$ cat config.mk
export PLATFORM = sky130hd
export DESIGN_NAME = rc_pulse_servo_lag_failsafe_unit
export DESIGN_NICKNAME = d
export VERILOG_FILES = /design/src/rtl/rcpsl_pkg.sv /design/src/rtl/rcpsl_div.sv /design/src/rtl/rcpsl_datapath.sv /design/src/rtl/rcpsl_ctrl.sv /design/src/rtl/rc_pulse_servo_lag_failsafe_unit.sv
export SDC_FILE = /design/constraint.sdc
export NUM_CORES = 2
export LEC_CHECK = 0
export BUFFER_PORTS_ARGS = -buffer_cell sky130_fd_sc_hd__buf_2
export CAP_MARGIN = 20
export CORE_MARGIN = 1.5
export CORE_UTILIZATION = 33
export CTS_CLUSTER_DIAMETER = 60
export DETAILED_ROUTE_END_ITERATION = 6
export PLACE_DENSITY = 0.56
export SYNTH_ARGS = -nofsm -noshare
export SYNTH_HDL_FRONTEND = slang
export SYNTH_HIERARCHICAL = 1
export SYNTH_SLANG_ARGS = --single-unit
$ cat constraint.sdc
create_clock -name clk -period 16.4 [get_ports clk]
set_input_delay 3.28 -clock clk [delete_from_list [all_inputs] [get_ports clk]]
set_output_delay 3.28 -clock clk [all_outputs]
set_load 0.03 [all_outputs]
$ cat src/rtl/rcpsl_pkg.sv
// Shared types, constants and helper functions for the RC pulse servo lag unit.
// Used by the controller, the datapath, the divider and the top level.
package rcpsl_pkg;

  localparam int PW = 46;
  localparam int MW = 45;
  localparam int DW = 20;

  typedef enum logic [1:0] {OP_DEFL, OP_MAP, OP_STEP, OP_LIM} op_t;

  typedef struct packed {
    logic latch;
    logic decide;
    logic mul_go;
    logic div_go;
    logic commit;
    logic load_out;
    op_t  op;
  } cmd_t;

  typedef struct packed {
    logic fresh;
    logic out_range;
    logic div_done;
  } sts_t;

  localparam logic [1:0]         THR_CH        = 2'd2;
  localparam logic [1:0]         FS_LIVE       = 2'd0;
  localparam logic [1:0]         FS_HOLD       = 2'd1;
  localparam logic [1:0]         FS_ZERO       = 2'd2;
  localparam logic [31:0]        FS_HOLD_US    = 32'd100000;
  localparam logic [31:0]        FS_ZERO_US    = 32'd600000;
  localparam logic [DW-1:0]      TAU_SURF_US   = 20'd60000;
  localparam logic [DW-1:0]      TAU_THR_US    = 20'd300000;
  localparam logic [DW-1:0]      THR_DEFL_DIV  = 20'd10000;
  localparam logic [DW-1:0]      SURF_DEFL_DIV = 20'd65536;
  localparam logic [DW-1:0]      LIM_DIV       = 20'd1000000;
  localparam logic signed [20:0] RATE_SURF_Q16 = 21'sd343147;
  localparam logic signed [20:0] RATE_THR_Q16  = 21'sd196608;
  localparam logic signed [20:0] CDEG_RAD_Q32  = 21'sd749613;
  localparam logic signed [20:0] THR_DEFL_MUL  = 21'sd65536;
  localparam logic [15:0]        CAL_LO_RST    = 16'd1000;
  localparam logic [15:0]        CAL_MID_RST   = 16'd1500;
  localparam logic [15:0]        CAL_HI_RST    = 16'd2000;
  localparam logic [1:0]         NUM_REGS_M1   = 2'd3;

  function automatic logic [15:0] defl_reset(input int i);
    logic [15:0] d;
    unique case (i)
      0:       d = 16'd2000;
      1:       d = 16'd2500;
      2:       d = 16'd10000;
      default: d = 16'd2500;
    endcase
    return d;
  endfunction

  function automatic logic signed [23:0] sat24(input logic signed [PW-1:0] v);
    logic signed [23:0] r;
    if (v > 46'sd8388607) begin
      r = 24'sh7FFFFF;
    end else if (v < -46'sd8388608) begin
      r = 24'sh800000;
    end else begin
      r = v[23:0];
    end
    return r;
  endfunction

endpackage

$ cat src/rtl/rcpsl_div.sv
// Sequential signed divider with rounding to nearest, halves away from zero.
// One quotient bit per cycle; depends on rcpsl_pkg.
module rcpsl_div (
  input  logic                            clk,
  input  logic                            rst_n,
  input  logic                            start,
  input  logic signed [rcpsl_pkg::PW-1:0] num,
  input  logic [rcpsl_pkg::DW-1:0]        den,
  output logic                            done,
  output logic signed [rcpsl_pkg::PW-1:0] quo
);
  import rcpsl_pkg::*;

  localparam int CW = $clog2(MW + 1);

  logic [MW-1:0] mag_r;
  logic [DW-1:0] rem_r;
  logic [DW-1:0] den_r;
  logic          neg_r;
  logic          busy_r;
  logic          done_r;
  logic [CW-1:0] cnt_r;
  logic [PW-1:0] abs_num;
  logic [PW-1:0] biased;
  logic [DW:0]   trial;
  logic          ge;

  always_comb begin
    abs_num = num[PW-1] ? (~num + 1'b1) : num;
    biased  = abs_num + {{(PW-DW){1'b0}}, (den >> 1)};
    trial   = {rem_r, mag_r[MW-1]};
    ge      = (trial >= {1'b0, den_r});
  end

  always_ff @(posedge clk) begin
    if (!rst_n) begin
      busy_r <= 1'b0;
      done_r <= 1'b0;
      cnt_r  <= '0;
    end else begin
      done_r <= 1'b0;
      if (start) begin
        mag_r  <= biased[MW-1:0];
        rem_r  <= '0;
        den_r  <= den;
        neg_r  <= num[PW-1];
        cnt_r  <= '0;
        busy_r <= 1'b1;
      end else if (busy_r) begin
        rem_r <= ge ? DW'(trial - {1'b0, den_r}) : trial[DW-1:0];
        mag_r <= {mag_r[MW-2:0], ge};
        cnt_r <= cnt_r + 1'b1;
        if (cnt_r == CW'(MW - 1)) begin
          busy_r <= 1'b0;
          done_r <= 1'b1;
        end
      end
    end
  end

  assign done = done_r;
  assign quo  = neg_r ? -$signed({1'b0, mag_r}) : $signed({1'b0, mag_r});

endmodule

$ cat src/rtl/rcpsl_datapath.sv
// Datapath: input registers, per-channel state, calibration registers,
// the shared multiplier and the divider. Depends on rcpsl_pkg and rcpsl_div.
module rcpsl_datapath #(
  parameter int CHANNELS = 4
) (
  input  logic                 clk,
  input  logic                 rst_n,
  input  logic [1:0]           channel,
  input  logic [31:0]          capture_count,
  input  logic [15:0]          pulse_us,
  input  logic [31:0]          now_us,
  input  logic [15:0]          dt_us,
  input  logic signed [23:0]   hold_target,
  input  logic                 cfg_wr_en,
  input  logic [1:0]           cfg_index,
  input  logic [63:0]          cfg_data,
  input  rcpsl_pkg::cmd_t      cmd,
  output rcpsl_pkg::sts_t      sts,
  output logic [1:0]           channel_echo,
  output logic signed [23:0]   deflection_out,
  output logic [1:0]           failsafe,
  output logic                 any_failsafe
);
  import rcpsl_pkg::*;

  localparam int CIW = (CHANNELS > 1) ? $clog2(CHANNELS) : 1;

  logic [1:0]         ch_r;
  logic [31:0]        cnt_r;
  logic [15:0]        w_r;
  logic [31:0]        now_r;
  logic [15:0]        dt_r;
  logic signed [23:0] hold_r;

  logic [31:0]        lcc_r [CHANNELS];
  logic [31:0]        lct_r [CHANNELS];
  logic               co_r  [CHANNELS];
  logic [1:0]         fsm_r [CHANNELS];
  logic signed [23:0] tgt_r [CHANNELS];
  logic signed [23:0] y_r   [CHANNELS];
  logic [15:0]        lo_r  [CHANNELS];
  logic [15:0]        mid_r [CHANNELS];
  logic [15:0]        hi_r  [CHANNELS];
  logic [15:0]        dfl_r [CHANNELS];

  logic signed [PW-1:0] prod_r;
  logic signed [20:0]   defl_r;
  logic signed [PW-1:0] step_r;
  logic [20:0]          lim_r;
  logic [1:0]           och_r;
  logic signed [23:0]   odefl_r;
  logic [1:0]           ofs_r;
  logic                 oany_r;

  logic [CIW-1:0]       idx;
  logic [CIW-1:0]       cfg_idx;
  logic                 in_range;
  logic                 thr;
  logic                 fresh;
  logic [31:0]          age;
  logic [15:0]          x;
  logic signed [16:0]   num;
  logic [15:0]          den;
  logic signed [24:0]   mul_a;
  logic signed [20:0]   mul_b;
  logic [DW-1:0]        div_den;
  logic                 div_done;
  logic signed [PW-1:0] div_quo;
  logic signed [PW-1:0] lim_s;
  logic signed [PW-1:0] step_c;
  logic signed [PW-1:0] y_sum;
  logic                 any_fs;
  logic [15:0]          cmn;
  logic [15:0]          ctr;
  logic [15:0]          cmx;

  always_comb begin
    idx      = CIW'(ch_r);
    cfg_idx  = CIW'(cfg_index);
    in_range = (32'(ch_r) < CHANNELS);
    thr      = (ch_r == THR_CH);
    fresh    = (cnt_r != lcc_r[idx]);
    age      = now_r - lct_r[idx];

    if (w_r < lo_r[idx]) begin
      x = lo_r[idx];
    end else if (w_r > hi_r[idx]) begin
      x = hi_r[idx];
    end else begin
      x = w_r;
    end
    if (thr) begin
      num = $signed({1'b0, x}) - $signed({1'b0, lo_r[idx]});
      den = hi_r[idx] - lo_r[idx];
    end else if (x >= mid_r[idx]) begin
      num = $signed({1'b0, x}) - $signed({1'b0, mid_r[idx]});
      den = hi_r[idx] - mid_r[idx];
    end else begin
      num = $signed({1'b0, x}) - $signed({1'b0, mid_r[idx]});
      den = mid_r[idx] - lo_r[idx];
    end

    unique case (cmd.op)
      OP_DEFL: begin
        mul_a   = {{9{dfl_r[idx][15]}}, dfl_r[idx]};
        mul_b   = thr ? THR_DEFL_MUL : CDEG_RAD_Q32;
        div_den = thr ? THR_DEFL_DIV : SURF_DEFL_DIV;
      end
      OP_MAP: begin
        mul_a   = {{8{num[16]}}, num};
        mul_b   = defl_r;
        div_den = {4'b0, den};
      end
      OP_STEP: begin
        mul_a   = {tgt_r[idx][23], tgt_r[idx]} - {y_r[idx][23], y_r[idx]};
        mul_b   = {5'b0, dt_r};
        div_den = thr ? TAU_THR_US : TAU_SURF_US;
      end
      default: begin
        mul_a   = {9'b0, dt_r};
        mul_b   = thr ? RATE_THR_Q16 : RATE_SURF_Q16;
        div_den = LIM_DIV;
      end
    endcase

    lim_s = {{(PW-21){1'b0}}, lim_r};
    if (step_r > lim_s) begin
      step_c = lim_s;
    end else if (step_r < -lim_s) begin
      step_c = -lim_s;
    end else begin
      step_c = step_r;
    end
    y_sum = {{(PW-24){y_r[idx][23]}}, y_r[idx]} + step_c;

    any_fs = 1'b0;
    for (int i = 0; i < CHANNELS; i++) begin
      if (fsm_r[i] != FS_LIVE) begin
        any_fs = 1'b1;
      end
    end

    cmn = cfg_data[63:48];
    ctr = cfg_data[47:32];
    cmx = cfg_data[31:16];
  end

  rcpsl_div u_div (
    .clk   (clk),
    .rst_n (rst_n),
    .start (cmd.div_go),
    .num   (prod_r),
    .den   (div_den),
    .done  (div_done),
    .quo   (div_quo)
  );

  always_ff @(posedge clk) begin
    if (cmd.latch) begin
      ch_r   <= channel;
      cnt_r  <= capture_count;
      w_r    <= pulse_us;
      now_r  <= now_us;
      dt_r   <= dt_us;
      hold_r <= hold_target;
    end
    if (cmd.mul_go) begin
      prod_r <= mul_a * mul_b;
    end
    if (div_done) begin
      unique case (cmd.op)
        OP_DEFL: defl_r <= div_quo[20:0];
        OP_STEP: step_r <= div_quo;
        OP_LIM:  lim_r  <= div_quo[20:0];
        default: ;
      endcase
    end
    if (cmd.load_out) begin
      och_r   <= ch_r;
      odefl_r <= in_range ? y_r[idx] : 24'sd0;
      ofs_r   <= in_range ? fsm_r[idx] : FS_LIVE;
      oany_r  <= any_fs;
    end
  end

  always_ff @(posedge clk) begin
    if (!rst_n) begin
      for (int i = 0; i < CHANNELS; i++) begin
        lcc_r[i] <= '0;
        lct_r[i] <= '0;
        co_r[i]  <= 1'b0;
        fsm_r[i] <= FS_LIVE;
        tgt_r[i] <= '0;
        y_r[i]   <= '0;
      end
    end else begin
      if (cmd.decide && in_range) begin
        if (fresh) begin
          lcc_r[idx] <= cnt_r;
          lct_r[idx] <= now_r;
          co_r[idx]  <= 1'b1;
          fsm_r[idx] <= FS_LIVE;
        end else if (!co_r[idx]) begin
          fsm_r[idx] <= FS_LIVE;
          tgt_r[idx] <= hold_r;
          y_r[idx]   <= hold_r;
        end else if (age > FS_ZERO_US) begin
          fsm_r[idx] <= FS_ZERO;
          tgt_r[idx] <= '0;
        end else if (age > FS_HOLD_US) begin
          fsm_r[idx] <= FS_HOLD;
        end
      end
      if (div_done && cmd.op == OP_MAP) begin
        tgt_r[idx] <= sat24(div_quo);
      end
      if (cmd.commit) begin
        y_r[idx] <= sat24(y_sum);
      end
    end
  end

  always_ff @(posedge clk) begin
    if (!rst_n) begin
      for (int i = 0; i < CHANNELS; i++) begin
        lo_r[i]  <= CAL_LO_RST;
        mid_r[i] <= CAL_MID_RST;
        hi_r[i]  <= CAL_HI_RST;
        dfl_r[i] <= defl_reset(i);
      end
    end else if (cfg_wr_en && cfg_index <= NUM_REGS_M1 && 32'(cfg_index) < CHANNELS) begin
      if (cmn < ctr && ctr < cmx) begin
        lo_r[cfg_idx]  <= cmn;
        mid_r[cfg_idx] <= ctr;
        hi_r[cfg_idx]  <= cmx;
      end
      dfl_r[cfg_idx] <= cfg_data[15:0];
    end
  end

  assign sts.fresh     = fresh;
  assign sts.out_range = !in_range;
  assign sts.div_done  = div_done;

  assign channel_echo   = och_r;
  assign deflection_out = odefl_r;
  assign failsafe       = ofs_r;
  assign any_failsafe   = oany_r;

endmodule

$ cat src/rtl/rcpsl_ctrl.sv
// Controller state machine sequencing one item through decide, multiply and divide steps.
// Depends on rcpsl_pkg; drives the datapath through cmd_t and reads sts_t.
module rcpsl_ctrl (
  input  logic            clk,
  input  logic            rst_n,
  input  logic            in_tvalid,
  output logic            in_tready,
  output logic            out_tvalid,
  input  logic            out_tready,
  output rcpsl_pkg::cmd_t cmd,
  input  rcpsl_pkg::sts_t sts
);
  import rcpsl_pkg::*;

  typedef enum logic [2:0] {
    S_IDLE, S_DECIDE, S_MUL, S_DSTART, S_DWAIT, S_COMMIT, S_FINISH
  } state_t;

  state_t state_r;
  op_t    op_r;
  logic   out_valid_r;
  logic   can_load;

  assign can_load = !out_valid_r || out_tready;

  always_ff @(posedge clk) begin
    if (!rst_n) begin
      state_r     <= S_IDLE;
      op_r        <= OP_DEFL;
      out_valid_r <= 1'b0;
    end else begin
      if (out_valid_r && out_tready) begin
        out_valid_r <= 1'b0;
      end
      unique case (state_r)
        S_IDLE: begin
          if (in_tvalid) begin
            state_r <= S_DECIDE;
          end
        end
        S_DECIDE: begin
          priority if (sts.out_range) begin
            state_r <= S_FINISH;
          end else if (sts.fresh) begin
            op_r    <= OP_DEFL;
            state_r <= S_MUL;
          end else begin
            op_r    <= OP_STEP;
            state_r <= S_MUL;
          end
        end
        S_MUL:    state_r <= S_DSTART;
        S_DSTART: state_r <= S_DWAIT;
        S_DWAIT: begin
          if (sts.div_done) begin
            unique case (op_r)
              OP_DEFL: begin
                op_r    <= OP_MAP;
                state_r <= S_MUL;
              end
              OP_MAP: begin
                op_r    <= OP_STEP;
                state_r <= S_MUL;
              end
              OP_STEP: begin
                op_r    <= OP_LIM;
                state_r <= S_MUL;
              end
              default: state_r <= S_COMMIT;
            endcase
          end
        end
        S_COMMIT: state_r <= S_FINISH;
        default: begin
          if (can_load) begin
            out_valid_r <= 1'b1;
            state_r     <= S_IDLE;
          end
        end
      endcase
    end
  end

  always_comb begin
    cmd.latch    = (state_r == S_IDLE) && in_tvalid;
    cmd.decide   = (state_r == S_DECIDE);
    cmd.mul_go   = (state_r == S_MUL);
    cmd.div_go   = (state_r == S_DSTART);
    cmd.commit   = (state_r == S_COMMIT);
    cmd.load_out = (state_r == S_FINISH) && can_load;
    cmd.op       = op_r;
  end

  assign in_tready  = (state_r == S_IDLE);
  assign out_tvalid = out_valid_r;

  a_accept_decides: assert property (@(posedge clk) disable iff (!rst_n)
    (in_tvalid && in_tready) |=> (state_r == S_DECIDE))
    else $error("accepted transfer did not enter the decide step");

  a_div_done_waiting: assert property (@(posedge clk) disable iff (!rst_n)
    sts.div_done |-> (state_r == S_DWAIT))
    else $error("divider finished while the controller was not waiting");

  a_load_sets_valid: assert property (@(posedge clk) disable iff (!rst_n)
    cmd.load_out |=> out_tvalid)
    else $error("result load did not raise out_tvalid");

  a_commit_after_lim: assert property (@(posedge clk) disable iff (!rst_n)
    (state_r == S_COMMIT) |-> (op_r == OP_LIM))
    else $error("commit reached before the rate limit was computed");

endmodule

$ cat src/rtl/rc_pulse_servo_lag_failsafe_unit.sv
// RC pulse normaliser with failsafe and first-order servo lag, top level.
// Joins rcpsl_ctrl and rcpsl_datapath; depends on rcpsl_pkg.
//
// Each input transfer is one control tick for the channel in in_tuser. The
// pulse width is clamped and mapped through the channel calibration, aged
// for failsafe, and a rate-limited first-order lag moves the output towards
// the target. Each input gives exactly one result transfer.
// Calibration registers are written through cfg_wr_en/cfg_index/cfg_data; the user
// must write them only while the block is idle, which the block does not enforce.
// A triplet failing min < trim < max is ignored and the old one kept. A fresh
// capture takes four multiply and divide steps, a stale one two, and an
// out-of-range channel none. One item is processed at a time, and in_tready
// is high only while the controller is idle, so no new item is taken until the last is done.
// The result sits in an output register, so the next item is taken and
// worked on while an earlier result waits for out_tready; a stalled result
// is held and the finished item waits until it has gone.
// Reset (rst_n low, synchronous) clears all channel state and restores the
// default calibration of 1000/1500/2000 us.
module rc_pulse_servo_lag_failsafe_unit #(
  parameter int CHANNELS = 4
) (
  input  logic         clk,
  input  logic         rst_n,
  input  logic         in_tvalid,
  output logic         in_tready,
  // capture_count[31:0], pulse_us[47:32], now_us[79:48], dt_us[95:80], hold_target[119:96]
  input  logic [119:0] in_tdata,
  // channel[1:0]
  input  logic [1:0]   in_tuser,
  output logic         out_tvalid,
  input  logic         out_tready,
  // deflection_out[23:0], failsafe[25:24], any_failsafe[26], zero[31:27]
  output logic [31:0]  out_tdata,
  // channel_echo[1:0]
  output logic [1:0]   out_tuser,
  input  logic         cfg_wr_en,
  input  logic [1:0]   cfg_index,
  input  logic [63:0]  cfg_data
);
  import rcpsl_pkg::*;

  cmd_t               cmd;
  sts_t               sts;
  logic signed [23:0] defl;
  logic [1:0]         fs;
  logic               any_fs;

  rcpsl_ctrl u_ctrl (
    .clk        (clk),
    .rst_n      (rst_n),
    .in_tvalid  (in_tvalid),
    .in_tready  (in_tready),
    .out_tvalid (out_tvalid),
    .out_tready (out_tready),
    .cmd        (cmd),
    .sts        (sts)
  );

  rcpsl_datapath #(.CHANNELS(CHANNELS)) u_dp (
    .clk            (clk),
    .rst_n          (rst_n),
    .channel        (in_tuser),
    .capture_count  (in_tdata[31:0]),
    .pulse_us       (in_tdata[47:32]),
    .now_us         (in_tdata[79:48]),
    .dt_us          (in_tdata[95:80]),
    .hold_target    (in_tdata[119:96]),
    .cfg_wr_en      (cfg_wr_en),
    .cfg_index      (cfg_index),
    .cfg_data       (cfg_data),
    .cmd            (cmd),
    .sts            (sts),
    .channel_echo   (out_tuser),
    .deflection_out (defl),
    .failsafe       (fs),
    .any_failsafe   (any_fs)
  );

  assign out_tdata = {5'b0, any_fs, fs, defl};

endmodule

==> results.json <==
{
  "async_set_or_reset_flop_fraction_in_the_synthesized_netlist_pct": 0,
  "fin_hold_ws_ps": 461,
  "design.core.area_um2": 254000,
  "finalHoldViolCount": 0,
  "antenna_found_initial": 23,
  "cts.sink_count": 1103,
  "finalWorstPathRequiredPeriod_ps": 15640,
  "initial_cell_density_of_the_core_pct": 33.2,
  "root_buffer": "clkbuf_16",
  "worst_ep_arrival_time_ps": 16140,
  "post-synth-top-area-cell": "edfxtp_1",
  "cts_repair_resize_count": 0,
  "io_pins": 229,
  "cts_setup_buffers": 0,
  "final.setup_skew_ps": 83.5,
  "finalWeightedCongestion": 0.957,
  "worst_slew_pin_slew_ps": 1170,
  "required_ps": 16900,
  "netlist_area_um2": 84200,
  "grt_start_max_net_pins": 93,
  "die-area_um2": 258000,
  "crit_path_start_kind": "flip-flop",
  "synth_common_cells": "edfxtp_1 (1084), inv_1 (1019), nand2_1 (805), nor2_1 (616), fa_1 (545)",
  "whs_path_depth": 2,
  "routed_wire_length_per_instance_um": 23.1,
  "max_clock_freq_mhz": 63.9,
  "cp-end-kind": "flip-flop",
  "timing.max_cap.violations": 0,
  "drc": 0,
  "timing.reg2reg.setup_slack_ps": 760,
  "buffer_ports.inserted": 223,
  "setup-violations-final": 0,
  "holdBufCountCts": 0,
  "cts_max_path_buffers": 3,
  "yosysUniqueCellTypes": 108,
  "drt.antenna.violating_nets": 0,
  "routed_wirelength_um": 269000,
  "grt_setup_unrepaired": "false",
  "drt_pass_1_iters": 7,
  "htree_levels": 4,
  "clock_latency_ps": 840,
  "layout_worst_path_cycle_share_pct": 95.4,
  "worst_r2r_endpoint": "u_dp/prod_r[45]",
  "cts_buffers": 130,
  "cpMostUsedCell": "fa_1",
  "avgViaCountPerCell": 5.40,
  "syn2layout_area_growth_pct": 11.5,
  "timing.hold.worst.start": "u_dp/co_r[2]",
  "worstHoldEndpoint": "u_dp/co_r[2]",
  "ys.warnings.count": 6,
  "detailroute.via_count": 62900,
  "die_h_um": 508,
  "num-nets-final": 9368,
  "post_synth_main_area_contributors": "edfxtp_1 (39%), fa_1 (13%), ha_1 (7.0%)",
  "slew_viol_final": 0,
  "timing.critical_path.fanout_max": 40,
  "worstHoldPathType": "reg -> reg",
  "outcome": "completed",
  "clkTransAtPathRegs_ps": 60,
  "grt.total_usage_pct": 20.5,
  "synthCells": 8028,
  "seq_area_frac_synth_pct": 39.1,
  "place.detailed.hpwl_um": 201000,
  "final.fill_count": 25000,
  "globalRouteOverflowTotal": 0,
  "yosys.area.top_type_share_pct": 38.6,
  "finalSetupTns_ps": 0,
  "grt_pass1_wl_um": 400000,
  "drive_above_1_share_pct": 11.1,
  "fp.dieW_um": 508,
  "cpMaxStageDelayCell": "dfxtp_4",
  "synth-edff-count": 1084,
  "maxSlewHeadroom_pct": 22.1,
  "initialDrtViolationCount": 5681,
  "placed_cell_area_um2": 89400,
  "post-route-cell-area_um2": 93900,
  "yosysMostFrequentCell": "edfxtp_1",
  "fp_rows": 185,
  "timing_worst_setup_path_type": "reg -> reg",
  "ys_dominant_reg_cell": "edfxtp_1",
  "syn_area_per_cell_um2": 10.5,
  "reg2regPathDepth": 46,
  "cpPeakStageDelay_ps": 860,
  "ys_ff_latch": 1103,
  "vias_in_the_first_global_route": 62900,
  "tritoncts": "yes"
}
[metrics by stage]
step / setup WS [ps] / util (%) / instances
finish: 760 / 37.0 / 11600
global route: 86.9 / 37.0 / 11600
CTS: 893 / 37.0 / 11600
global placement: 1080 / 35.2 / 11400
floorplan: 2550 / - / 8032
detailed placement: 1000 / 35.2 / 11400
[layer usage]
layer  vias to the layer above  wire [um]  track usage [%]
met1                     31800     116000             27.8
met2                      2256     125000             33.2
li1                      28500          -                -
met4                         8      10600             7.90
met5                         -         48                0
met3                       397      17200             2.80
[cells by family (layout without fill, tap and decap cells)]
logic type | after synthesis | in the layout | share of synthesized area, %
DFF | 1103 | 1103 | 39.1
muxes | 241 | 241 | 5.56
buffers and inverters | 1403 | 1634 | 6.43
AOI/OAI and AO/OA | 1481 | 1481 | 11.4
other | 2 | 12 | 0.00892
adders and majority gates | 1018 | 1018 | 20.0
and+or+nand+nor | 2418 | 2418 | 13.7
xor gates and xnor gates | 362 | 362 | 3.79
[worst max path at each step]
stage | endpoint | slack (ps) | cells past startpoint
after floorplan | u_dp/prod_r[42] | 2550 | 54
after global placement | u_dp/prod_r[45] | 1080 | 46
after detailed placement | u_dp/prod_r[45] | 1000 | 46
after CTS | u_dp/prod_r[45] | 890 | 46
after global routing | u_dp/prod_r[45] | 90 | 46
final | u_dp/prod_r[45] | 760 | 46
[placed cells by master, fill, tap and decap left out, types with 41 or more instances in the layout]
cell type,count
nand3_1,140
buf_2,223
a21o_1,132
nor2_1,610
nor2b_1,43
mux4_2,178
inv_1,1019
o32ai_1,73
xor2_1,93
ha_1,473
o21ai_0,340
a31oi_1,41
and2_1,131
and3_1,129
edfxtp_1,1084
a21oi_1,387
nand4_1,63
nand2b_1,100
nor4_1,82
buf_4,147
xnor2_1,266
nor3_1,116
clkbuf_16,130
fa_1,545
or3_1,46
o21a_1,88
nand2_1,803
[worst max-delay path: cells and delay by family, from the launching register on]
kind                       cells  cell delay [ps]
AOI/OAI and AO/OA             17             5010
DFF                            1              860
xor gates and xnor gates       1              100
buffers and inverters          6              440
adders and majority gates     10             4560
and+or+nand+nor               11             3640
muxes                          1              690
[sequential cells by signal (all words and copies together) (netlist names), 32 cells and up, named ones only]
name / count
u_dp/prod_r: 46
u_dp/lo_r: 64
u_dp/hi_r: 64
u_dp/u_div/mag_r: 45
u_dp/now_r: 32
u_dp/dfl_r: 64
u_dp/cnt_r: 32
u_dp/tgt_r: 96
u_dp/lct_r: 128
u_dp/step_r: 46
u_dp/mid_r: 64
u_dp/lcc_r: 128
u_dp/y_r: 96
[final cells by class]
class	instances	area [um^2]	area share, %
Timing Repair Buffer	377	2370	2.53
Inverter	1019	3820	4.07
Sequential cell	1103	32900	35.1
Clock inverter	86	1060	1.13
Clock buffer	152	3370	3.58
Antenna cell	6	15.0	0.0160
Multi-Input combinational cell	5526	46200	49.1
Tap cell	3366	4210	4.48
Power is left out: the tool's default activity adds up to more than one toggle a clock period on the data nets, which glitch-free logic cannot reach.
